`config.mk`:
```
export PLATFORM = sky130hd
export DESIGN_NAME = lcd_char_number_writer_core
export DESIGN_NICKNAME = d
export VERILOG_FILES = /design/src/hdl/lcdnw_pkg.sv /design/src/hdl/lcdnw_front.sv /design/src/hdl/lcdnw_queue.sv /design/src/hdl/lcdnw_back.sv /design/src/hdl/lcd_char_number_writer_core.sv
export SDC_FILE = /design/constraint.sdc
export NUM_CORES = 1
export LEC_CHECK = 0
export BUFFER_PORTS_ARGS = -buffer_cell sky130_fd_sc_hd__buf_2
export CAP_MARGIN = 20
export CORE_ASPECT_RATIO = 0.75
export CORE_MARGIN = 2
export CORE_UTILIZATION = 30
export CTS_CLUSTER_DIAMETER = 40
export DETAILED_ROUTE_END_ITERATION = 8
export RECOVER_POWER = 50
export SLEW_MARGIN = 15
export SYNTH_ARGS = -nofsm -noshare
export SYNTH_HDL_FRONTEND = slang
export SYNTH_SLANG_ARGS = --single-unit
```
`constraint.sdc`:
```
create_clock -name clk -period 9.1 [get_ports clk]
set_input_delay 1.365 -clock clk [delete_from_list [all_inputs] [get_ports clk]]
set_output_delay 1.365 -clock clk [all_outputs]
set_load 0.02 [all_outputs]
```
`src/hdl/lcdnw_pkg.sv`:
```
// shared types and constants for the character-LCD write sequencer
package lcdnw_pkg;

  localparam logic [1:0] MODE_CMD  = 2'd0;
  localparam logic [1:0] MODE_CHAR = 2'd1;
  localparam logic [1:0] MODE_NUM  = 2'd2;
  localparam logic [1:0] MODE_NONE = 2'd3;

  localparam int unsigned VALUE_W  = 32;
  localparam int unsigned DIGITS   = 10;
  localparam int unsigned BCD_W    = 4 * DIGITS;
  localparam logic [7:0]  ASCII_ZERO = 8'h30;
  localparam logic [7:0]  DEC_BASE   = 8'd10;

  localparam int unsigned QUEUE_DEPTH_DEF = 2;

  typedef struct packed {
    logic               is_num;
    logic               rs;
    logic [VALUE_W-1:0] data;
  } q_entry_t;

endpackage

```
`src/hdl/lcdnw_front.sv`:
```
// front end: classifies requests and pushes them into the queue
module lcdnw_front (
  input  logic                  in_valid,
  output logic                  in_stall,
  input  logic [1:0]            in_mode,
  input  logic [31:0]           in_value,
  input  logic                  q_full,
  output logic                  q_push,
  output lcdnw_pkg::q_entry_t   q_entry
);
  import lcdnw_pkg::*;

  logic [7:0] ch;

  assign in_stall = q_full;
  // mode 3 is taken and dropped
  assign q_push   = in_valid && !q_full && (in_mode != MODE_NONE);
  assign ch       = in_value[7:0];

  always_comb begin
    q_entry = '0;
    unique case (in_mode)
      MODE_CMD: begin
        q_entry.rs        = 1'b0;
        q_entry.data[7:0] = ch;
      end
      MODE_CHAR: begin
        q_entry.rs        = 1'b1;
        q_entry.data[7:0] = (ch < DEC_BASE) ? (ch + ASCII_ZERO) : ch;
      end
      MODE_NUM: begin
        q_entry.is_num = 1'b1;
        q_entry.rs     = 1'b1;
        q_entry.data   = in_value;
      end
      default: q_entry = '0;
    endcase
  end

endmodule

```
`src/hdl/lcdnw_queue.sv`:
```
// short request queue between front end and sequencer
module lcdnw_queue #(
  parameter int unsigned DEPTH = lcdnw_pkg::QUEUE_DEPTH_DEF
) (
  input  logic                clk,
  input  logic                rst_n,
  input  logic                push,
  input  lcdnw_pkg::q_entry_t push_entry,
  output logic                full,
  input  logic                pop,
  output lcdnw_pkg::q_entry_t pop_entry,
  output logic                empty
);
  import lcdnw_pkg::*;

  localparam int unsigned AW = $clog2(DEPTH);
  localparam int unsigned CW = $clog2(DEPTH + 1);
  localparam logic [AW-1:0] LAST_PTR = AW'(DEPTH - 1);

  q_entry_t        mem [DEPTH];
  logic [AW-1:0]   wr_ptr_r, wr_ptr_nxt;
  logic [AW-1:0]   rd_ptr_r, rd_ptr_nxt;
  logic [CW-1:0]   count_r, count_nxt;
  logic            do_push, do_pop;

  assign full      = (count_r == CW'(DEPTH));
  assign empty     = (count_r == '0);
  assign do_push   = push && !full;
  assign do_pop    = pop && !empty;
  assign pop_entry = mem[rd_ptr_r];

  always_comb begin
    wr_ptr_nxt = wr_ptr_r;
    rd_ptr_nxt = rd_ptr_r;
    count_nxt  = count_r;
    if (do_push) begin
      wr_ptr_nxt = (wr_ptr_r == LAST_PTR) ? '0 : wr_ptr_r + 1'b1;
    end
    if (do_pop) begin
      rd_ptr_nxt = (rd_ptr_r == LAST_PTR) ? '0 : rd_ptr_r + 1'b1;
    end
    if (do_push && !do_pop) begin
      count_nxt = count_r + 1'b1;
    end else if (do_pop && !do_push) begin
      count_nxt = count_r - 1'b1;
    end
  end

  always_ff @(posedge clk) begin
    if (!rst_n) begin
      wr_ptr_r <= '0;
      rd_ptr_r <= '0;
      count_r  <= '0;
    end else begin
      wr_ptr_r <= wr_ptr_nxt;
      rd_ptr_r <= rd_ptr_nxt;
      count_r  <= count_nxt;
    end
  end

  always_ff @(posedge clk) begin
    if (do_push) begin
      mem[wr_ptr_r] <= push_entry;
    end
  end

  a_count_bound: assert property (@(posedge clk) disable iff (!rst_n)
    count_r <= CW'(DEPTH))
    else $error("queue count beyond depth");

  a_ptr_gap: assert property (@(posedge clk) disable iff (!rst_n)
    (count_r == '0) |-> (wr_ptr_r == rd_ptr_r))
    else $error("empty queue with unequal pointers");

  a_full_ptr: assert property (@(posedge clk) disable iff (!rst_n)
    full |-> (wr_ptr_r == rd_ptr_r))
    else $error("full queue with unequal pointers");

endmodule

```
`src/hdl/lcdnw_back.sv`:
```
// back end: binary to decimal conversion and bus transfer sequencing
module lcdnw_back (
  input  logic                clk,
  input  logic                rst_n,
  input  logic                four_bit,
  input  logic                q_empty,
  input  lcdnw_pkg::q_entry_t q_entry,
  output logic                q_pop,
  output logic                out_valid,
  input  logic                out_stall,
  output logic                out_register_select,
  output logic [7:0]          out_bus_value,
  output logic                out_last
);
  import lcdnw_pkg::*;

  localparam logic [2:0] S_IDLE  = 3'd0;
  localparam logic [2:0] S_CONV  = 3'd1;
  localparam logic [2:0] S_SKIP  = 3'd2;
  localparam logic [2:0] S_DIGIT = 3'd3;
  localparam logic [2:0] S_SEND  = 3'd4;

  localparam int unsigned CNT_W = $clog2(VALUE_W);
  localparam int unsigned DIG_W = $clog2(DIGITS + 1);
  localparam logic [CNT_W-1:0] CNT_LAST = CNT_W'(VALUE_W - 1);

  logic [2:0]         state_r, state_nxt;
  logic [VALUE_W-1:0] bin_r, bin_nxt;
  logic [BCD_W-1:0]   bcd_r, bcd_nxt, bcd_adj;
  logic [CNT_W-1:0]   cnt_r, cnt_nxt;
  logic [DIG_W-1:0]   dig_left_r, dig_left_nxt;
  logic [7:0]         byte_r, byte_nxt;
  logic               rs_r, rs_nxt;
  logic               last_byte_r, last_byte_nxt;
  logic               half_r, half_nxt;
  logic               out_valid_r, out_valid_nxt;
  logic               out_rs_r, out_rs_nxt;
  logic [7:0]         out_bus_r, out_bus_nxt;
  logic               out_last_r, out_last_nxt;
  logic               out_free, emit, byte_done;
  logic [3:0]         top_digit;

  assign out_free  = !out_valid_r || !out_stall;
  assign emit      = (state_r == S_SEND) && out_free;
  assign byte_done = !four_bit || half_r;
  assign q_pop     = (state_r == S_IDLE) && !q_empty;
  assign top_digit = bcd_r[BCD_W-1 -: 4];

  // add 3 to every digit of 5 or more before the shift
  always_comb begin
    bcd_adj = bcd_r;
    for (int i = 0; i < DIGITS; i++) begin
      if (bcd_r[4*i +: 4] >= 4'd5) begin
        bcd_adj[4*i +: 4] = bcd_r[4*i +: 4] + 4'd3;
      end
    end
  end

  always_comb begin
    state_nxt     = state_r;
    bin_nxt       = bin_r;
    bcd_nxt       = bcd_r;
    cnt_nxt       = cnt_r;
    dig_left_nxt  = dig_left_r;
    byte_nxt      = byte_r;
    rs_nxt        = rs_r;
    last_byte_nxt = last_byte_r;
    half_nxt      = half_r;
    out_valid_nxt = out_valid_r && out_stall;
    out_rs_nxt    = out_rs_r;
    out_bus_nxt   = out_bus_r;
    out_last_nxt  = out_last_r;

    unique case (state_r)
      S_IDLE: begin
        if (!q_empty) begin
          rs_nxt   = q_entry.rs;
          half_nxt = 1'b0;
          if (q_entry.is_num && (q_entry.data != '0)) begin
            bin_nxt   = q_entry.data;
            bcd_nxt   = '0;
            cnt_nxt   = '0;
            state_nxt = S_CONV;
          end else begin
            // zero prints as a single digit
            byte_nxt      = q_entry.is_num ? ASCII_ZERO : q_entry.data[7:0];
            last_byte_nxt = 1'b1;
            state_nxt     = S_SEND;
          end
        end
      end
      S_CONV: begin
        {bcd_nxt, bin_nxt} = {bcd_adj, bin_r} << 1;
        cnt_nxt = cnt_r + 1'b1;
        if (cnt_r == CNT_LAST) begin
          dig_left_nxt = DIG_W'(DIGITS);
          state_nxt    = S_SKIP;
        end
      end
      S_SKIP: begin
        // drop leading zero digits, value is known nonzero here
        if (top_digit == 4'd0) begin
          bcd_nxt      = bcd_r << 4;
          dig_left_nxt = dig_left_r - 1'b1;
        end else begin
          state_nxt = S_DIGIT;
        end
      end
      S_DIGIT: begin
        byte_nxt      = ASCII_ZERO | {4'd0, top_digit};
        last_byte_nxt = (dig_left_r == DIG_W'(1));
        bcd_nxt       = bcd_r << 4;
        dig_left_nxt  = dig_left_r - 1'b1;
        half_nxt      = 1'b0;
        state_nxt     = S_SEND;
      end
      S_SEND: begin
        if (emit) begin
          out_valid_nxt = 1'b1;
          out_rs_nxt    = rs_r;
          out_last_nxt  = last_byte_r && byte_done;
          if (!four_bit) begin
            out_bus_nxt = byte_r;
          end else if (!half_r) begin
            out_bus_nxt = {byte_r[7:4], 4'd0};
          end else begin
            out_bus_nxt = {byte_r[3:0], 4'd0};
          end
          half_nxt = !byte_done;
          if (byte_done) begin
            state_nxt = last_byte_r ? S_IDLE : S_DIGIT;
          end
        end
      end
      default: state_nxt = S_IDLE;
    endcase
  end

  always_ff @(posedge clk) begin
    if (!rst_n) begin
      state_r     <= S_IDLE;
      out_valid_r <= 1'b0;
      half_r      <= 1'b0;
    end else begin
      state_r     <= state_nxt;
      out_valid_r <= out_valid_nxt;
      half_r      <= half_nxt;
    end
  end

  always_ff @(posedge clk) begin
    bin_r       <= bin_nxt;
    bcd_r       <= bcd_nxt;
    cnt_r       <= cnt_nxt;
    dig_left_r  <= dig_left_nxt;
    byte_r      <= byte_nxt;
    rs_r        <= rs_nxt;
    last_byte_r <= last_byte_nxt;
    out_rs_r    <= out_rs_nxt;
    out_bus_r   <= out_bus_nxt;
    out_last_r  <= out_last_nxt;
  end

  assign out_valid           = out_valid_r;
  assign out_register_select = out_rs_r;
  assign out_bus_value       = out_bus_r;
  assign out_last            = out_last_r;

  a_conv_done: assert property (@(posedge clk) disable iff (!rst_n)
    (state_r == S_CONV && cnt_r == CNT_LAST) |=> (state_r == S_SKIP))
    else $error("conversion did not end after all bits");

  a_skip_digits: assert property (@(posedge clk) disable iff (!rst_n)
    (state_r == S_SKIP) |-> (dig_left_r != '0))
    else $error("zero skip ran past the last digit");

  a_digit_dec: assert property (@(posedge clk) disable iff (!rst_n)
    (state_r == S_DIGIT) |-> (top_digit <= 4'd9))
    else $error("converted digit out of decimal range");

  a_nibble_low: assert property (@(posedge clk) disable iff (!rst_n)
    (emit && four_bit) |=> (out_bus_r[3:0] == 4'd0))
    else $error("nibble transfer with low bits set");

endmodule

```
`src/hdl/lcd_char_number_writer_core.sv`:
```
// top level of the character-LCD write sequencer
//
//  port group | direction | payload                                      | flow control
//  in_        | request   | in_mode, in_value                            | in_valid / in_stall
//  out_       | transfer  | out_register_select, out_bus_value, out_last | out_valid / out_stall
//  cfg_       | write     | cfg_wr_data (four-bit bus)                   | cfg_wr_en
//
// a command or character goes out as one bus transfer, or two on the four-bit bus
// a number is converted from binary to decimal by shifting all 32 value bits,
// then leading zero digits are dropped and each printed digit goes out as 1
// or 2 bus transfers (up to 10 digits)
// reset (rst_n low, synchronous) empties the queue and selects the four-bit bus
// out_stall holds the transfer register; in_stall rises when the queue is full
module lcd_char_number_writer_core #(
  parameter int unsigned QUEUE_DEPTH = lcdnw_pkg::QUEUE_DEPTH_DEF
) (
  input  logic        clk,
  input  logic        rst_n,
  input  logic        in_valid,
  output logic        in_stall,
  input  logic [1:0]  in_mode,
  input  logic [31:0] in_value,
  output logic        out_valid,
  input  logic        out_stall,
  output logic        out_register_select,
  output logic [7:0]  out_bus_value,
  output logic        out_last,
  input  logic        cfg_wr_en,
  input  logic        cfg_wr_data
);
  import lcdnw_pkg::*;

  logic     four_bit_r, four_bit_nxt;
  logic     q_full, q_empty, q_push, q_pop;
  q_entry_t push_entry, pop_entry;

  assign four_bit_nxt = cfg_wr_en ? cfg_wr_data : four_bit_r;

  always_ff @(posedge clk) begin
    if (!rst_n) begin
      four_bit_r <= 1'b1;
    end else begin
      four_bit_r <= four_bit_nxt;
    end
  end

  lcdnw_front u_front (
    .in_valid (in_valid),
    .in_stall (in_stall),
    .in_mode  (in_mode),
    .in_value (in_value),
    .q_full   (q_full),
    .q_push   (q_push),
    .q_entry  (push_entry)
  );

  lcdnw_queue #(
    .DEPTH (QUEUE_DEPTH)
  ) u_queue (
    .clk        (clk),
    .rst_n      (rst_n),
    .push       (q_push),
    .push_entry (push_entry),
    .full       (q_full),
    .pop        (q_pop),
    .pop_entry  (pop_entry),
    .empty      (q_empty)
  );

  lcdnw_back u_back (
    .clk                 (clk),
    .rst_n               (rst_n),
    .four_bit            (four_bit_r),
    .q_empty             (q_empty),
    .q_entry             (pop_entry),
    .q_pop               (q_pop),
    .out_valid           (out_valid),
    .out_stall           (out_stall),
    .out_register_select (out_register_select),
    .out_bus_value       (out_bus_value),
    .out_last            (out_last)
  );

endmodule

```
==> run metrics, run 1 <==
largest net degree at the start of global routing=63; core area=between 20000 and 30000 sq um; Critical Path Slowest Stage Cell=clkbuf_1; via count=5298; synth warn=0; RSZ-0062 raised after global routing=no; PwrDens=331 nW/um^2; Max H-tree Level=4; clock root buffer=clkbuf_16; Synth Flop Type=edfxtp_1; Yosys reg bits=between 150 and 200; antenna violations before repair=0; count of cell types in the netlist=48; most common library cells after synthesis=edfxtp_1 (169), nand2_1 (62), o21ai_0 (52); first-pass GRT wire length=26.5 mm; FFs w/ async S/R, synth=0; fin. max-slew vios=150; top cells by area, synth=edfxtp_1 (60%), ha_1 (4.7%), mux2i_1 (4.0%); largest stage delay on the critical path=roughly 1.8 ns; Placer Congestion=0.754; Layout Skew=just over 0.01 ns; Syn Area/Cell=about 12 sq um; I/O pin total=52; Setup-failing EPs final=0; die span in x=approximately 200 um; slew of the pin with the lowest slew margin=between 2 and 3 ns; CTS buffer count=17; Detail Placement HPWL=10.9 mm; 1st-pass router iterations=5; Avg Vias per Cell=approximately 4.7; height of the chip=approximately 150 um; number of enable flip-flop cells after synthesis=169; hold path cells=0; Crit Path Max Fanout=between 60 and 70; hold crit path type=reg2reg; drt total wl=roughly 16 mm; share of post-route cells with drive strength above 1=0.106; CP arrival=3.98 ns; Post-CTS Setup Bufs=0; Pleak=approximately 0.0033 uW; setup total negative slack=0 ns; diode count=0; # rows=53; worst rel slew slack=-0.726; max frequency=~260 MHz; register area share after synthesis=0.624; CP required=a little over 9 ns; # port buffers=51; Fin. Hold Viols=0; CTS Sinks=180; GR Util All Layers=0.115; number of remaining DRC errors=0; Fillers=between 2000 and 3000; Mapped Cells=683; DRT antenna net count=0; Period minus WS final=3.91 ns; grt ovf=0; post-DR wirelength/cell=14.6 um; Final period util=0.429; Setup CP Type=reg2reg; Yosys top cell by area=edfxtp_1; hold buffer count at CTS=0; hold slack=0.472 ns; cells along the critical path=nor2b_1 -> nor2b_4 -> clkbuf_1 -> a21o_1 -> buf_4; CP endpoint kind=flip-flop; Post-Syn Area=8490 sq um; CTS max path bufs=2; syn nets=~760; max_cap viols=3; failing checks=capacitance limit, slew limit; Reg2Reg Depth=5; startpoint types=flip-flop; most numerous cell in the Yosys netlist=edfxtp_1; Yosys top cell area share=0.598; worst skew pair latency=approximately 0.43 ns; starting density of the core=0.304; CTS tree=done; VDD IR max=around 0.17 mV; drt first-iter violations=342; post-CTS sizing=0; area growth from synthesis to layout=13.8%; clk slew on worst S/H paths=0.07 ns; die area=roughly 30000 sq um; pre-CTS WS=5.65 ns; min setup slack post-route=between 5 and 6 ns; vias in the first global route=between 4000 and 5000; status=finished with violations; nets@finish=roughly 800
-- flip-flops by register name, indices dropped and copies added (netlist names), 2 cells and up, named ones only --
name and count:
u_queue.mem 68, u_back.bcd_r 40, u_back.bin_r 32, u_back.byte_r 8
u_back.out_bus_value 8, u_back.cnt_r 5, u_back.dig_left_r 4, u_back.state_r 3
u_queue.count_r 2
-- critical path: cells and delay by family, from the launching register on --
kind	cells	cell delay, ns
buf+inv	2	2.27
flops	1	0.62
simple gates	2	0.49
compound gates	1	0.13
-- cell usage in the layout (no fill, tap or decap), types with 20 or more instances in the layout --
cell type and instances:
and2_0 20, nor2_1 38, mux2i_1 34, nand2_1 62, edfxtp_1 169, ha_1 32
inv_1 29, o21ai_0 56, a21oi_1 39, buf_2 36
-- metrics by stage --
stage                     cells  total power (uW)  instance area, sq um  utilization
after CTS                  1130              3230                  9710        0.348
after detailed placement   1098              2510                  9150        0.328
after floorplan             683              2240                  8490            -
final                      1130              3190                  9660        0.346
after global placement     1097              2490                  9140        0.327
after global routing       1130              3420                  9660        0.346
-- report_power, final --
part | total [uW] | internal [uW] | switching (uW)
Clock | 706 | 362 | 344
Combinational | 978 | 369 | 609
Sequential | 1510 | 1310 | 195
Total | 3190 | 2050 | 1150
-- layer usage --
layer  vias up  wire length [um]  track usage  part of all wire
met5         -                 0            0                 0
met4         0               139       0.0293            0.0084
met3        11               858       0.0327             0.052
met2       113              6780        0.163              0.41
met1      2551              8710        0.172              0.53
li1       2623                 -            -                 -
-- kinds of logic after synthesis --
kind of cell,after synthesis,share of synthesized area
adders and majority gates,32,0.0472
DFF,180,0.624
AOI/OAI and AO/OA,141,0.0991
and+or+nand+nor,209,0.128
buffers and inverters,57,0.0296
xor gates and xnor gates,25,0.0258
muxes,39,0.0467
-- layout make-up --
cell class	count	area, sq um	area share
Sequential cell	180	5300	0.548
Tap cell	385	482	0.0499
Multi-Input combinational cell	446	2940	0.304
Inverter	30	114	0.0118
Clock buffer	17	425	0.0440
Timing Repair Buffer	57	267	0.0276
Clock inverter	15	138	0.0142
-- final timing paths --
path | startpoint | end | slack (ns)
worst max-delay path | u_back.state_r[0] | u_back.bin_r[29] | 5.19
worst min-delay path | u_back.rs_r | u_back.out_register_select | 0.47
worst max register to register | u_back.state_r[0] | u_back.bin_r[29] | 5.19
worst min register to register | u_back.rs_r | u_back.out_register_select | 0.47
(Power assumes the default switching activity.)
==> run 2: changes to the inputs <==
clock period = 4 ns   (was 9.1 ns; I/O delays follow)
==> run metrics, run 2 (same netlist as run 1, synthesis figures left out) <==
Setup-failing EPs final=0; area growth from synthesis to layout=13.8%; # rows=53; largest registers=u_queue.mem x68, u_back.bcd_r x40, u_back.bin_r x32; max frequency=393 MHz; post-CTS sizing=0; core area=27900 sq um; VDD IR max=around 0.37 mV; hold buffer count at CTS=0; largest net degree at the start of global routing=between 60 and 70; Avg Vias per Cell=between 4 and 5; clock root buffer=clkbuf_16; Post-Layout Cell Count=between 1000 and 1500; max reg flops=68; nets@finish=805; slew of the pin with the lowest slew margin=between 1 and 1.5 ns; starting density of the core=0.304; min setup slack post-route=between 1 and 1.5 ns; GR Util All Layers=0.117; Post-CTS Setup Bufs=0; worst skew pair latency=0.43 ns; cells along the critical path=nor4_1 -> nand4_1 -> nor2_1 -> o22ai_1 -> o311a_2; CP required=between 4 and 5 ns; Fillers=between 2000 and 3000; Critical Path Slowest Stage Cell=o311a_2; number of remaining DRC errors=0; die area=just under 30000 sq um; RSZ-0062 raised after global routing=no; Fin. Hold Viols=0; clk slew on worst S/H paths=0.07 ns; register area=around 5300 sq um; share of post-route cells with drive strength above 1=0.107; CTS buffer count=17; via count=5256; largest stage delay on the critical path=approximately 0.77 ns; max_cap viols=0; vias in the first global route=5200; status=finished, final reports clean; startpoint types=flip-flop; Setup CP Type=reg2reg; # port buffers=between 50 and 60; Layout Skew=0.0111 ns; multi-input logic area=between 2000 and 3000 sq um; diode count=0; commonest non-fill, non-tap cells in the layout=edfxtp_1 (169), nand2_1 (62), o21ai_0 (52), a21oi_1 (39), nor2_1 (38); PwrDens=746 nW/um^2; Crit Path Max Fanout=40; Pleak=~0.0033 uW; drt total wl=16.6 mm; Placer Congestion=approximately 0.76; fin. max-slew vios=0; CP arrival=2.60 ns; Placed Cells incl. Taps=about 1100; CTS Sinks=180; Max H-tree Level=4; DRT antenna net count=0; I/O pin total=52; height of the chip=roughly 150 um; most common cell after layout, fill and taps aside=edfxtp_1; antenna violations before repair=0; CP endpoint kind=flip-flop; CTS tree=done; 1st-pass router iterations=6; Detail Placement HPWL=11.3 mm; hold slack=approximately 0.38 ns; Final period util=0.636; setup total negative slack=0 ns; grt ovf=0; drt first-iter violations=~450; die span in x=between 150 and 200 um; worst rel slew slack=0.331; Period minus WS final=roughly 2.5 ns; CTS max path bufs=2; hold crit path type=in2reg; register with the highest flop count=u_queue.mem; post-DR wirelength/cell=around 15 um; first-pass GRT wire length=between 20 and 30 mm; pre-CTS WS=approximately 1.3 ns
run 2: area by class of cell:
| class | instances | share of cell area |
|---|---|---|
| multi-input cells | 446 | 0.304 |
| repair buffers | 58 | 0.0298 |
| clock inverters | 13 | 0.0111 |
| flip-flops and latches | 180 | 0.548 |
| inverters | 30 | 0.0118 |
| clock buffers | 19 | 0.0448 |
| well taps | 385 | 0.0499 |
run 2: power breakdown:
| part | switching (uW) | internal, uW |
|---|---|---|
| Clock | 708 | 854 |
| Combinational | 1430 | 826 |
| Sequential | 405 | 2990 |
run 2: through the flow:
step,cell area [sq um],utilization,power (uW)
2_1_floorplan,8490,-,5100
3_5_place_dp,9160,0.328,5720
6_report,9660,0.346,7210
3_3_place_gp,9160,0.328,5670
5_1_grt,9660,0.346,7730
4_1_cts,9700,0.347,7300
run 2: final timing paths:
kind,cells after the start,from,endpoint,slack (ns)
max,5,u_queue.mem[1][25],u_back.bcd_r[2],1.46
max reg2reg,5,u_queue.mem[1][25],u_back.bcd_r[2],1.46
min reg2reg,0,u_back.rs_r,u_back.out_register_select,0.45
min,3,cfg_wr_data,four_bit_r,0.38
run 2: worst max-delay path, delay by kind of cell, from the launching register on:
kind	cells	cell delay (ns)
AND/OR/NAND/NOR	3	0.80
flip-flops	1	0.38
AO/OA/AOI/OAI	2	0.96
run 2: metal layers:
| metal | wire, um | GRT usage | vias up |
|---|---|---|---|
| li1 | - | - | 2620 |
| met1 | 8950 | 0.174 | 2526 |
| met2 | 6790 | 0.170 | 96 |
| met3 | 688 | 0.0259 | 14 |
| met4 | 188 | 0.0342 | 0 |
| met5 | 0 | 0 | - |
